<file path="src/rtl/dda_pkg.sv">
package dda_pkg;

	// Fixed field widths of the pixel item and the width register
	localparam int ADDR_BITS  = 24;
	localparam int COLOR_BITS = 32;
	localparam int WIDTH_BITS = 13;

	localparam logic [WIDTH_BITS-1:0] WIDTH_RESET = 13'd640;

	// Request item kinds
	typedef enum logic {
		ACT_START = 1'b0,
		ACT_STEP  = 1'b1
	} action_t;

	// Commands from the controller to the datapath
	typedef struct packed {
		logic load;      // capture endpoints and colour
		logic axis;      // pick the major axis
		logic order;     // order endpoints, start the divide
		logic div_step;  // one quotient bit
		logic finish;    // sign the quotient into the increment
		logic emit;      // register the current pixel
		logic advance;   // move to the next pixel
	} dda_cmd_t;

	// Status from the datapath to the controller
	typedef struct packed {
		logic last;      // current pixel is the line's final one
	} dda_sts_t;

endpackage

</file>
<file path="src/rtl/dda_req_if.sv">
interface dda_req_if
	import dda_pkg::*;
#(
	parameter int COORD_BITS = 12
) ();

	logic                  valid;
	logic                  ready;
	logic                  action;
	logic [COORD_BITS-1:0] x_start;
	logic [COORD_BITS-1:0] y_start;
	logic [COORD_BITS-1:0] x_end;
	logic [COORD_BITS-1:0] y_end;
	logic [COLOR_BITS-1:0] pen_color;

	modport source (
		output valid, action, x_start, y_start, x_end, y_end, pen_color,
		input  ready
	);

	modport sink (
		input  valid, action, x_start, y_start, x_end, y_end, pen_color,
		output ready
	);

endinterface

</file>
<file path="src/rtl/dda_pix_if.sv">
interface dda_pix_if
	import dda_pkg::*;
#(
	parameter int COORD_BITS = 12
) ();

	logic                  valid;
	logic                  ready;
	logic [COORD_BITS-1:0] pixel_x;
	logic [COORD_BITS-1:0] pixel_y;
	logic [ADDR_BITS-1:0]  pixel_address;
	logic [COLOR_BITS-1:0] pixel_color;
	logic                  last_pixel;

	modport source (
		output valid, pixel_x, pixel_y, pixel_address, pixel_color, last_pixel,
		input  ready
	);

	modport sink (
		input  valid, pixel_x, pixel_y, pixel_address, pixel_color, last_pixel,
		output ready
	);

endinterface

</file>
<file path="src/rtl/dda_line_walker_top.sv">
// Channel   Dir   Item
// --------  ----  ------------------------------------------------------------
// req       in    action, x_start, y_start, x_end, y_end, pen_color
// pix       out   pixel_x, pixel_y, pixel_address, pixel_color, last_pixel
// cfg       in    cfg_we / cfg_data: frame width, written on any edge with cfg_we
//
// A step item needs no set-up; one pixel per cycle while pix keeps up.
// A start item runs capture, axis pick, ordering, FRACTION_BITS + 1 radix-2
// divide steps and sign fix-up, in that order.
// arst_n clears the sequencer, the line flag and the output valid; width is 640.
// req.ready is low during line set-up and while an unaccepted pixel is held.
module dda_line_walker_top
	import dda_pkg::*;
#(
	parameter int COORD_BITS    = 12,
	parameter int FRACTION_BITS = 16
) (
	input  logic                  clk,
	input  logic                  arst_n,
	dda_req_if.sink               req,
	dda_pix_if.source             pix,
	input  logic                  cfg_we,
	input  logic [WIDTH_BITS-1:0] cfg_data
);

	dda_cmd_t cmd;
	dda_sts_t sts;

	dda_ctrl #(
		.FRACTION_BITS (FRACTION_BITS)
	) u_ctrl (
		.clk       (clk),
		.arst_n    (arst_n),
		.in_valid  (req.valid),
		.in_action (req.action),
		.in_ready  (req.ready),
		.out_ready (pix.ready),
		.out_valid (pix.valid),
		.sts       (sts),
		.cmd       (cmd)
	);

	dda_dp #(
		.COORD_BITS    (COORD_BITS),
		.FRACTION_BITS (FRACTION_BITS)
	) u_dp (
		.clk           (clk),
		.arst_n        (arst_n),
		.cmd           (cmd),
		.sts           (sts),
		.cfg_we        (cfg_we),
		.cfg_data      (cfg_data),
		.x_start       (req.x_start),
		.y_start       (req.y_start),
		.x_end         (req.x_end),
		.y_end         (req.y_end),
		.pen_color     (req.pen_color),
		.pixel_x       (pix.pixel_x),
		.pixel_y       (pix.pixel_y),
		.pixel_address (pix.pixel_address),
		.pixel_color   (pix.pixel_color),
		.last_pixel    (pix.last_pixel)
	);

	// A start item blocks the request side for set-up
	assert property (@(posedge clk) disable iff (!arst_n)
		(req.valid && req.ready && req.action == ACT_START) |=> !req.ready)
		else $error("request taken during line set-up");

	// A held pixel is never overwritten
	assert property (@(posedge clk) disable iff (!arst_n)
		(pix.valid && !pix.ready) |-> !cmd.emit)
		else $error("pending pixel overwritten");

	// The walk only moves on an emitted pixel that is not the last
	assert property (@(posedge clk) disable iff (!arst_n)
		cmd.advance |-> (cmd.emit && !sts.last))
		else $error("walk advanced past the line end");

	// Endpoints are captured only from an accepted start item
	assert property (@(posedge clk) disable iff (!arst_n)
		cmd.load |-> (req.valid && req.ready && req.action == ACT_START))
		else $error("line loaded without a start item");

endmodule

</file>
<file path="src/rtl/dda_div.sv">
module dda_div
	import dda_pkg::*;
#(
	parameter int COORD_BITS    = 12,
	parameter int FRACTION_BITS = 16
) (
	input  logic                     clk,
	input  logic                     init,
	input  logic                     step,
	input  logic [COORD_BITS-1:0]    num,
	input  logic [COORD_BITS-1:0]    den,
	output logic [FRACTION_BITS:0]   quo
);

	// Restoring radix-2 divide of num * 2^F by den, with num <= den.
	// First step gives the integer bit, then F fraction bits.
	logic [COORD_BITS:0]   rem_q;
	logic [COORD_BITS-1:0] den_q;
	logic [FRACTION_BITS:0] quo_q;

	logic [COORD_BITS+1:0] diff;
	logic                  ge;
	logic [COORD_BITS:0]   rem_next;

	// Trial subtract
	always_comb begin
		diff     = {1'b0, rem_q} - {2'b00, den_q};
		ge       = !diff[COORD_BITS+1];
		rem_next = ge ? diff[COORD_BITS:0] : rem_q;
	end

	// Remainder stays below den, so the shifted value fits one extra bit
	always_ff @(posedge clk) begin
		if (init) begin
			rem_q <= {1'b0, num};
			den_q <= den;
			quo_q <= '0;
		end else if (step) begin
			quo_q <= {quo_q[FRACTION_BITS-1:0], ge};
			rem_q <= {rem_next[COORD_BITS-1:0], 1'b0};
		end
	end

	assign quo = quo_q;

endmodule

</file>
<file path="src/rtl/dda_dp.sv">
module dda_dp
	import dda_pkg::*;
#(
	parameter int COORD_BITS    = 12,
	parameter int FRACTION_BITS = 16
) (
	input  logic                  clk,
	input  logic                  arst_n,
	input  dda_cmd_t              cmd,
	output dda_sts_t              sts,
	input  logic                  cfg_we,
	input  logic [WIDTH_BITS-1:0] cfg_data,
	input  logic [COORD_BITS-1:0] x_start,
	input  logic [COORD_BITS-1:0] y_start,
	input  logic [COORD_BITS-1:0] x_end,
	input  logic [COORD_BITS-1:0] y_end,
	input  logic [COLOR_BITS-1:0] pen_color,
	output logic [COORD_BITS-1:0] pixel_x,
	output logic [COORD_BITS-1:0] pixel_y,
	output logic [ADDR_BITS-1:0]  pixel_address,
	output logic [COLOR_BITS-1:0] pixel_color,
	output logic                  last_pixel
);

	localparam int ACC_BITS  = COORD_BITS + FRACTION_BITS;
	localparam int PROD_BITS = COORD_BITS + WIDTH_BITS;

	logic [WIDTH_BITS-1:0] width_q;

	logic [COORD_BITS-1:0] xa_q, ya_q, xb_q, yb_q;
	logic [COLOR_BITS-1:0] color_q;

	logic                  x_major_q;
	logic [COORD_BITS-1:0] maj_a_q, maj_b_q, min_a_q, min_b_q;

	logic [COORD_BITS-1:0] pos_q, lim_q;
	logic [ACC_BITS-1:0]   acc_q;
	logic                  neg_q, zero_q;
	logic signed [FRACTION_BITS+1:0] inc_q;

	logic [COORD_BITS-1:0] px_q, py_q;
	logic [ADDR_BITS-1:0]  addr_q;
	logic [COLOR_BITS-1:0] pcol_q;
	logic                  last_q;

	// Axis selection
	logic [COORD_BITS:0]   dx, dy;
	logic [COORD_BITS-1:0] adx, ady;
	logic                  x_major;

	always_comb begin
		dx      = {1'b0, xb_q} - {1'b0, xa_q};
		dy      = {1'b0, yb_q} - {1'b0, ya_q};
		adx     = dx[COORD_BITS] ? COORD_BITS'(-dx) : dx[COORD_BITS-1:0];
		ady     = dy[COORD_BITS] ? COORD_BITS'(-dy) : dy[COORD_BITS-1:0];
		x_major = adx > ady;
	end

	// Endpoint ordering and deltas
	logic                  swap;
	logic [COORD_BITS-1:0] lo_maj, hi_maj, min_from, min_to, dmaj, dmin_abs;
	logic                  dmin_neg;

	always_comb begin
		swap     = maj_a_q > maj_b_q;
		lo_maj   = swap ? maj_b_q : maj_a_q;
		hi_maj   = swap ? maj_a_q : maj_b_q;
		min_from = swap ? min_b_q : min_a_q;
		min_to   = swap ? min_a_q : min_b_q;
		dmaj     = hi_maj - lo_maj;
		dmin_neg = min_to < min_from;
		dmin_abs = dmin_neg ? (min_from - min_to) : (min_to - min_from);
	end

	logic [FRACTION_BITS:0] quo;

	dda_div #(
		.COORD_BITS    (COORD_BITS),
		.FRACTION_BITS (FRACTION_BITS)
	) u_div (
		.clk  (clk),
		.init (cmd.order),
		.step (cmd.div_step),
		.num  (dmin_abs),
		.den  (dmaj),
		.quo  (quo)
	);

	// Current pixel and its address
	logic [COORD_BITS-1:0] minor, cur_x, cur_y;
	logic [PROD_BITS-1:0]  prod;
	logic [ADDR_BITS-1:0]  addr;

	always_comb begin
		minor = acc_q[ACC_BITS-1:FRACTION_BITS];
		cur_x = x_major_q ? pos_q : minor;
		cur_y = x_major_q ? minor : pos_q;
		prod  = cur_y * width_q;
		addr  = ADDR_BITS'(prod) + ADDR_BITS'(cur_x);
	end

	assign sts.last = (pos_q == lim_q);

	// Frame width register
	always_ff @(posedge clk or negedge arst_n) begin
		if (!arst_n) begin
			width_q <= WIDTH_RESET;
		end else if (cfg_we) begin
			width_q <= cfg_data;
		end
	end

	// Line set-up registers
	always_ff @(posedge clk) begin
		if (cmd.load) begin
			xa_q    <= x_start;
			ya_q    <= y_start;
			xb_q    <= x_end;
			yb_q    <= y_end;
			color_q <= pen_color;
		end
		if (cmd.axis) begin
			x_major_q <= x_major;
			maj_a_q   <= x_major ? xa_q : ya_q;
			maj_b_q   <= x_major ? xb_q : yb_q;
			min_a_q   <= x_major ? ya_q : xa_q;
			min_b_q   <= x_major ? yb_q : xb_q;
		end
		if (cmd.finish) begin
			if (zero_q) begin
				inc_q <= '0;
			end else if (neg_q) begin
				inc_q <= -$signed({1'b0, quo});
			end else begin
				inc_q <= $signed({1'b0, quo});
			end
		end
	end

	// Walk state: loaded on ordering, moved on each pixel but the last
	always_ff @(posedge clk) begin
		if (cmd.order) begin
			pos_q  <= lo_maj;
			lim_q  <= hi_maj;
			acc_q  <= {min_from, {FRACTION_BITS{1'b0}}};
			neg_q  <= dmin_neg;
			zero_q <= (dmaj == '0);
		end else if (cmd.advance) begin
			pos_q <= pos_q + 1'b1;
			acc_q <= acc_q + ACC_BITS'(inc_q);
		end
	end

	// Output item register
	always_ff @(posedge clk) begin
		if (cmd.emit) begin
			px_q   <= cur_x;
			py_q   <= cur_y;
			addr_q <= addr;
			pcol_q <= color_q;
			last_q <= sts.last;
		end
	end

	assign pixel_x       = px_q;
	assign pixel_y       = py_q;
	assign pixel_address = addr_q;
	assign pixel_color   = pcol_q;
	assign last_pixel    = last_q;

endmodule

</file>
<file path="src/rtl/dda_ctrl.sv">
module dda_ctrl
	import dda_pkg::*;
#(
	parameter int FRACTION_BITS = 16
) (
	input  logic     clk,
	input  logic     arst_n,
	input  logic     in_valid,
	input  logic     in_action,
	output logic     in_ready,
	input  logic     out_ready,
	output logic     out_valid,
	input  dda_sts_t sts,
	output dda_cmd_t cmd
);

	localparam int CNT_BITS = $clog2(FRACTION_BITS + 1);
	localparam logic [CNT_BITS-1:0] CNT_LAST = CNT_BITS'(FRACTION_BITS);

	typedef enum logic [2:0] {
		S_IDLE,
		S_AXIS,
		S_ORDER,
		S_DIV,
		S_FIN
	} state_t;

	state_t              state_q;
	logic                active_q;
	logic                out_valid_q;
	logic [CNT_BITS-1:0] cnt_q;

	logic accept, step;

	// Handshake and commands
	always_comb begin
		in_ready     = (state_q == S_IDLE) && (!out_valid_q || out_ready);
		accept       = in_valid && in_ready;
		step         = accept && (in_action == ACT_STEP);
		cmd.load     = accept && (in_action == ACT_START);
		cmd.axis     = (state_q == S_AXIS);
		cmd.order    = (state_q == S_ORDER);
		cmd.div_step = (state_q == S_DIV);
		cmd.finish   = (state_q == S_FIN);
		cmd.emit     = step && active_q;
		cmd.advance  = cmd.emit && !sts.last;
	end

	assign out_valid = out_valid_q;

	// Sequencer, line flag and output valid
	always_ff @(posedge clk or negedge arst_n) begin
		if (!arst_n) begin
			state_q     <= S_IDLE;
			active_q    <= 1'b0;
			out_valid_q <= 1'b0;
			cnt_q       <= '0;
		end else begin
			case (state_q)
				S_IDLE: begin
					if (cmd.load) begin
						active_q <= 1'b0;
						state_q  <= S_AXIS;
					end else if (cmd.emit && sts.last) begin
						active_q <= 1'b0;
					end
				end
				S_AXIS: begin
					state_q <= S_ORDER;
				end
				S_ORDER: begin
					cnt_q   <= '0;
					state_q <= S_DIV;
				end
				S_DIV: begin
					cnt_q <= cnt_q + 1'b1;
					if (cnt_q == CNT_LAST) begin
						state_q <= S_FIN;
					end
				end
				S_FIN: begin
					active_q <= 1'b1;
					state_q  <= S_IDLE;
				end
				default: begin
					state_q <= S_IDLE;
				end
			endcase

			if (cmd.emit) begin
				out_valid_q <= 1'b1;
			end else if (out_ready) begin
				out_valid_q <= 1'b0;
			end
		end
	end

endmodule
</file>
<file path="src/flat_wrapper.sv">
// flat-port wrapper written by rule: the top's interface ports become plain ports
module dda_line_walker_top_flat import dda_pkg::*;
#(
	parameter int COORD_BITS    = 12,
	parameter int FRACTION_BITS = 16
)
  (clk, arst_n, cfg_we, cfg_data, req_valid, req_action, req_x_start, req_y_start, req_x_end, req_y_end, req_pen_color, req_ready, pix_valid, pix_pixel_x, pix_pixel_y, pix_pixel_address, pix_pixel_color, pix_last_pixel, pix_ready);
  dda_req_if #(.COORD_BITS(COORD_BITS)) req_i ();
  dda_pix_if #(.COORD_BITS(COORD_BITS)) pix_i ();
  input  logic clk;
  input  logic arst_n;
  input  logic cfg_we;
  input  logic [WIDTH_BITS-1:0] cfg_data;
  input wire logic [$bits(req_i.valid)-1:0] req_valid;
  input wire logic [$bits(req_i.action)-1:0] req_action;
  input wire logic [$bits(req_i.x_start)-1:0] req_x_start;
  input wire logic [$bits(req_i.y_start)-1:0] req_y_start;
  input wire logic [$bits(req_i.x_end)-1:0] req_x_end;
  input wire logic [$bits(req_i.y_end)-1:0] req_y_end;
  input wire logic [$bits(req_i.pen_color)-1:0] req_pen_color;
  output wire logic [$bits(req_i.ready)-1:0] req_ready;
  output wire logic [$bits(pix_i.valid)-1:0] pix_valid;
  output wire logic [$bits(pix_i.pixel_x)-1:0] pix_pixel_x;
  output wire logic [$bits(pix_i.pixel_y)-1:0] pix_pixel_y;
  output wire logic [$bits(pix_i.pixel_address)-1:0] pix_pixel_address;
  output wire logic [$bits(pix_i.pixel_color)-1:0] pix_pixel_color;
  output wire logic [$bits(pix_i.last_pixel)-1:0] pix_last_pixel;
  input wire logic [$bits(pix_i.ready)-1:0] pix_ready;
  assign req_i.valid = req_valid;
  assign req_i.action = req_action;
  assign req_i.x_start = req_x_start;
  assign req_i.y_start = req_y_start;
  assign req_i.x_end = req_x_end;
  assign req_i.y_end = req_y_end;
  assign req_i.pen_color = req_pen_color;
  assign req_ready = req_i.ready;
  assign pix_valid = pix_i.valid;
  assign pix_pixel_x = pix_i.pixel_x;
  assign pix_pixel_y = pix_i.pixel_y;
  assign pix_pixel_address = pix_i.pixel_address;
  assign pix_pixel_color = pix_i.pixel_color;
  assign pix_last_pixel = pix_i.last_pixel;
  assign pix_i.ready = pix_ready;
  dda_line_walker_top #(.COORD_BITS(COORD_BITS), .FRACTION_BITS(FRACTION_BITS)) u_core (.clk(clk), .arst_n(arst_n), .req(req_i), .pix(pix_i), .cfg_we(cfg_we), .cfg_data(cfg_data));
endmodule
</file>
<file path="config.mk">
export PLATFORM = sky130hd
export DESIGN_NAME = dda_line_walker_top_flat
export DESIGN_NICKNAME = d
export VERILOG_FILES = /design/src/rtl/dda_pkg.sv /design/src/rtl/dda_req_if.sv /design/src/rtl/dda_pix_if.sv /design/src/rtl/dda_line_walker_top.sv /design/src/rtl/dda_div.sv /design/src/rtl/dda_dp.sv /design/src/rtl/dda_ctrl.sv /design/src/flat_wrapper.sv
export SDC_FILE = /design/constraint.sdc
export NUM_CORES = 1
export LEC_CHECK = 0
export ABC_AREA = 1
export BUFFER_PORTS_ARGS = -buffer_cell sky130_fd_sc_hd__buf_2
export CORE_ASPECT_RATIO = 0.6
export CORE_MARGIN = 5
export CORE_UTILIZATION = 65
export DETAILED_ROUTE_END_ITERATION = 6
export PLACE_DENSITY_LB_ADDON = 0.05
export SKIP_CTS_REPAIR_TIMING = 1
export SLEW_MARGIN = 20
export SYNTH_ARGS = -nofsm -noshare
export SYNTH_HDL_FRONTEND = slang
export SYNTH_HIERARCHICAL = 1
export SYNTH_SLANG_ARGS = --single-unit
</file>
<file path="constraint.sdc">
create_clock -name clk -period 17.3 [get_ports clk]
set_input_delay 1.73 -clock clk [delete_from_list [all_inputs] [get_ports clk]]
set_output_delay 1.73 -clock clk [all_outputs]
set_load 0.03 [all_outputs]
</file>
==> results.cfg <==
[outcome]
status = complete, no violations

[sta]
setup_viol = 0
drv_slew = 0
finalCritPeriodShare_pct = 42.9
fin_hold_ws_ns = 0.416
relSlewSlack_pct = 21.2
tightest_slew_ns = 1.17
fmax_mhz = 135
period_needed_ns = 7.43
skew_ns = 0.0253
rsz0062_at_grt = no
final_hold_viol_count = 0
fin_setup_tns_ns = 0

[clock_tree]
htreeDepth = 2
cts_tree = done
cts_sinks = 347
cts_root_buf = clkbuf_16
clk_latency_ns = 0.54
numCtsBuffers = 34
path_clk_slew_ns = 0.07
cts_max_path_buffers = 3

[synth]
synth_simple_gate_area_share_pct = 18.5
syn_inst = 2907
synth_area_leaders = edfxtp_1 35%, nand2_1 9.9%, fa_1 9.9%
ys_async_sr_fraction_pct = 6.63
synth_xor_area_share_pct = 4.33
ys_types = 61
syn_avg_cell_area_um2 = 8.64
synth-seq-area-share_pct = 39.7
syn_area_um2 = 25100
synth_edf_count = 290
synth_top_area_share_pct = 34.7
ys.flop_type = edfxtp_1
yosysTopAreaCell = edfxtp_1
synth.area.mux_share_pct = 0.0399
yosys_warnings = 6
synth_top_family_by_area = simple AND/OR/NAND/NOR gates
ys_ff_latch = 347
syn_nets = 3294
synthAdderAreaFrac_pct = 18.1
synth_compound_area_share_pct = 9.54

[layout]
nets = 3466
layout_commonest_cell = nand2_1
drive_gt1_share_pct = 10.9
finish.utilization_pct = 72.7
area_delta_synth_final_pct = 9.75
most-common-layout-cells = 660 x nand2_1, 543 x inv_1, 290 x edfxtp_1

[route]
vias = 20500
remaining_drc_errors = 0
drt_iter0_drc = 2401
firstDrtPassIters = 7
route.final.wire_length_mm = 67.5
avgViaCountPerCell = 5.67
ant_nets = 0
wire_per_inst_um = 18.7

[floorplan]
initial_core_util_pct = 66.2
rows = 55
dieHeight_um = 162
coreArea_um2 = 37900
dieArea_um2 = 42800
ios = 182
dieWidth_um = 264

[placed_design]
hpwl_mm = 53.4
port_buffers = 181
place_congestion = 1.00

[grt]
grt_overflow = 0
grt_pass1_wl_mm = 106
grt_max_degree = 93
first_global_vias = 19700
antenna_found_initial = 3
grt_usage_pct = 31.2

[hold_path]
holdCritPathClass = flip-flop to flip-flop

[critical_path]
worstSetupStartpointType = flip-flop
crit_type = flip-flop to flip-flop
end_kind = flip-flop
critPathMaxFanout = 32
required_ns = 17.58
crit_arrival_ns = 7.71

[run]
drv_cap = 0
==> synth_stat cells, types with 8 or more instances <==
master    count
o21ai_1      38
inv_1       543
xnor2_1      34
edfxtp_1    290
or2_2        13
a21oi_1     112
ha_1        164
dfxtp_1      34
inv_2        19
nor3_1       19
nand4_1      30
nand2_1     662
nand2_2      17
clkinv_1     11
xor2_1       90
nand3_1     113
fa_1        124
a31oi_1      13
o22ai_1      26
nor2_1      183
nand3b_1     10
nand3_2       8
clkbuf_1     41
o21ai_0     196
dfrtp_1      21
==> per-layer routing <==
layer	up-vias	wire length (um)	track usage [%]
li1	9722	-	-
met1	9653	30000	46.5
met2	1045	27700	44.5
met3	89	8700	11.4
met4	2	1150	6.09
met5	-	12	0.225
==> path summary, 6_finish.rpt <==
check	cells past startpoint	slack (ns)	to	startpoint
max in group asynchronous	1	15.74	u_core/u_ctrl/cnt_q[3]	arst_n
min in group asynchronous	1	1.19	u_core/u_dp/width_q[10]	arst_n
min	0	0.42	u_core/u_dp/pixel_color[27]	u_core/u_dp/color_q[27]
max reg2reg	22	9.87	u_core/u_dp/pixel_address[20]	u_core/u_dp/x_major_q
max	22	9.87	u_core/u_dp/pixel_address[20]	u_core/u_dp/x_major_q
min reg2reg	0	0.42	u_core/u_dp/pixel_color[27]	u_core/u_dp/color_q[27]
==> stage by stage <==
stage / worst slack (ns) / area (um2) / cells
final: 9.87 / 27600 / 3619
after global routing: 9.57 / 27600 / 3619
after CTS: 10.02 / 27500 / 3618
after detailed placement: 10.05 / 26400 / 3556
after global placement: 10.28 / 26400 / 3556
after floorplan: 11.17 / 25100 / 2907
==> critical path, stage by stage (launching register included) <==
cell and delay [ns]:
edfxtp_1 0.88, inv_1 0.40, or2_2 0.37, o21ai_1 0.35
clkinv_1 0.44, nand2_1 0.19, fa_1 0.46, fa_1 0.57
inv_1 0.06, fa_1 0.53, fa_1 0.56, inv_1 0.06
fa_1 0.53, inv_1 0.04, ha_1 0.34, nand2_1 0.13
inv_1 0.05, a21oi_1 0.23, o21ai_0 0.18, a21boi_0 0.33
o21ai_0 0.18, a21oi_1 0.19, xor2_1 0.08
==> layout make-up <==
class	count	area (um2)
fill	2801	10400
clock inverter	18	184
clock buffer	44	930
sequential	347	9970
tap	513	642
multi-input combinational	1931	12700
antenna	1	2.50
timing repair buffer	192	988
inverter	573	2150
==> registers in the layout (all words and copies together) (netlist names), 13 cells and up <==
register                   count
u_core/u_dp/pixel_color       32
u_core/u_dp/u_div/rem_q       13
u_core/u_dp/u_div/quo         17
u_core/u_dp/color_q           32
u_core/u_dp/acc_q             28
u_core/u_dp/inc_q             18
u_core/u_dp/pixel_address     24
u_core/u_dp/width_q           13
==> kinds of logic (layout without fill, tap and decap cells) <==
kind of cell    count (synthesis)  count (layout)
other cells                     0               1
xor+xnor                      124             124
buf+inv                       629             827
mux                             1               1
compound gates                435             435
flops                         347             347
fa+ha+maj                     288             288
simple gates                 1083            1083
Power is left out: the tool's default activity adds up to more than one toggle a clock period on the data nets, which glitch-free logic cannot reach.
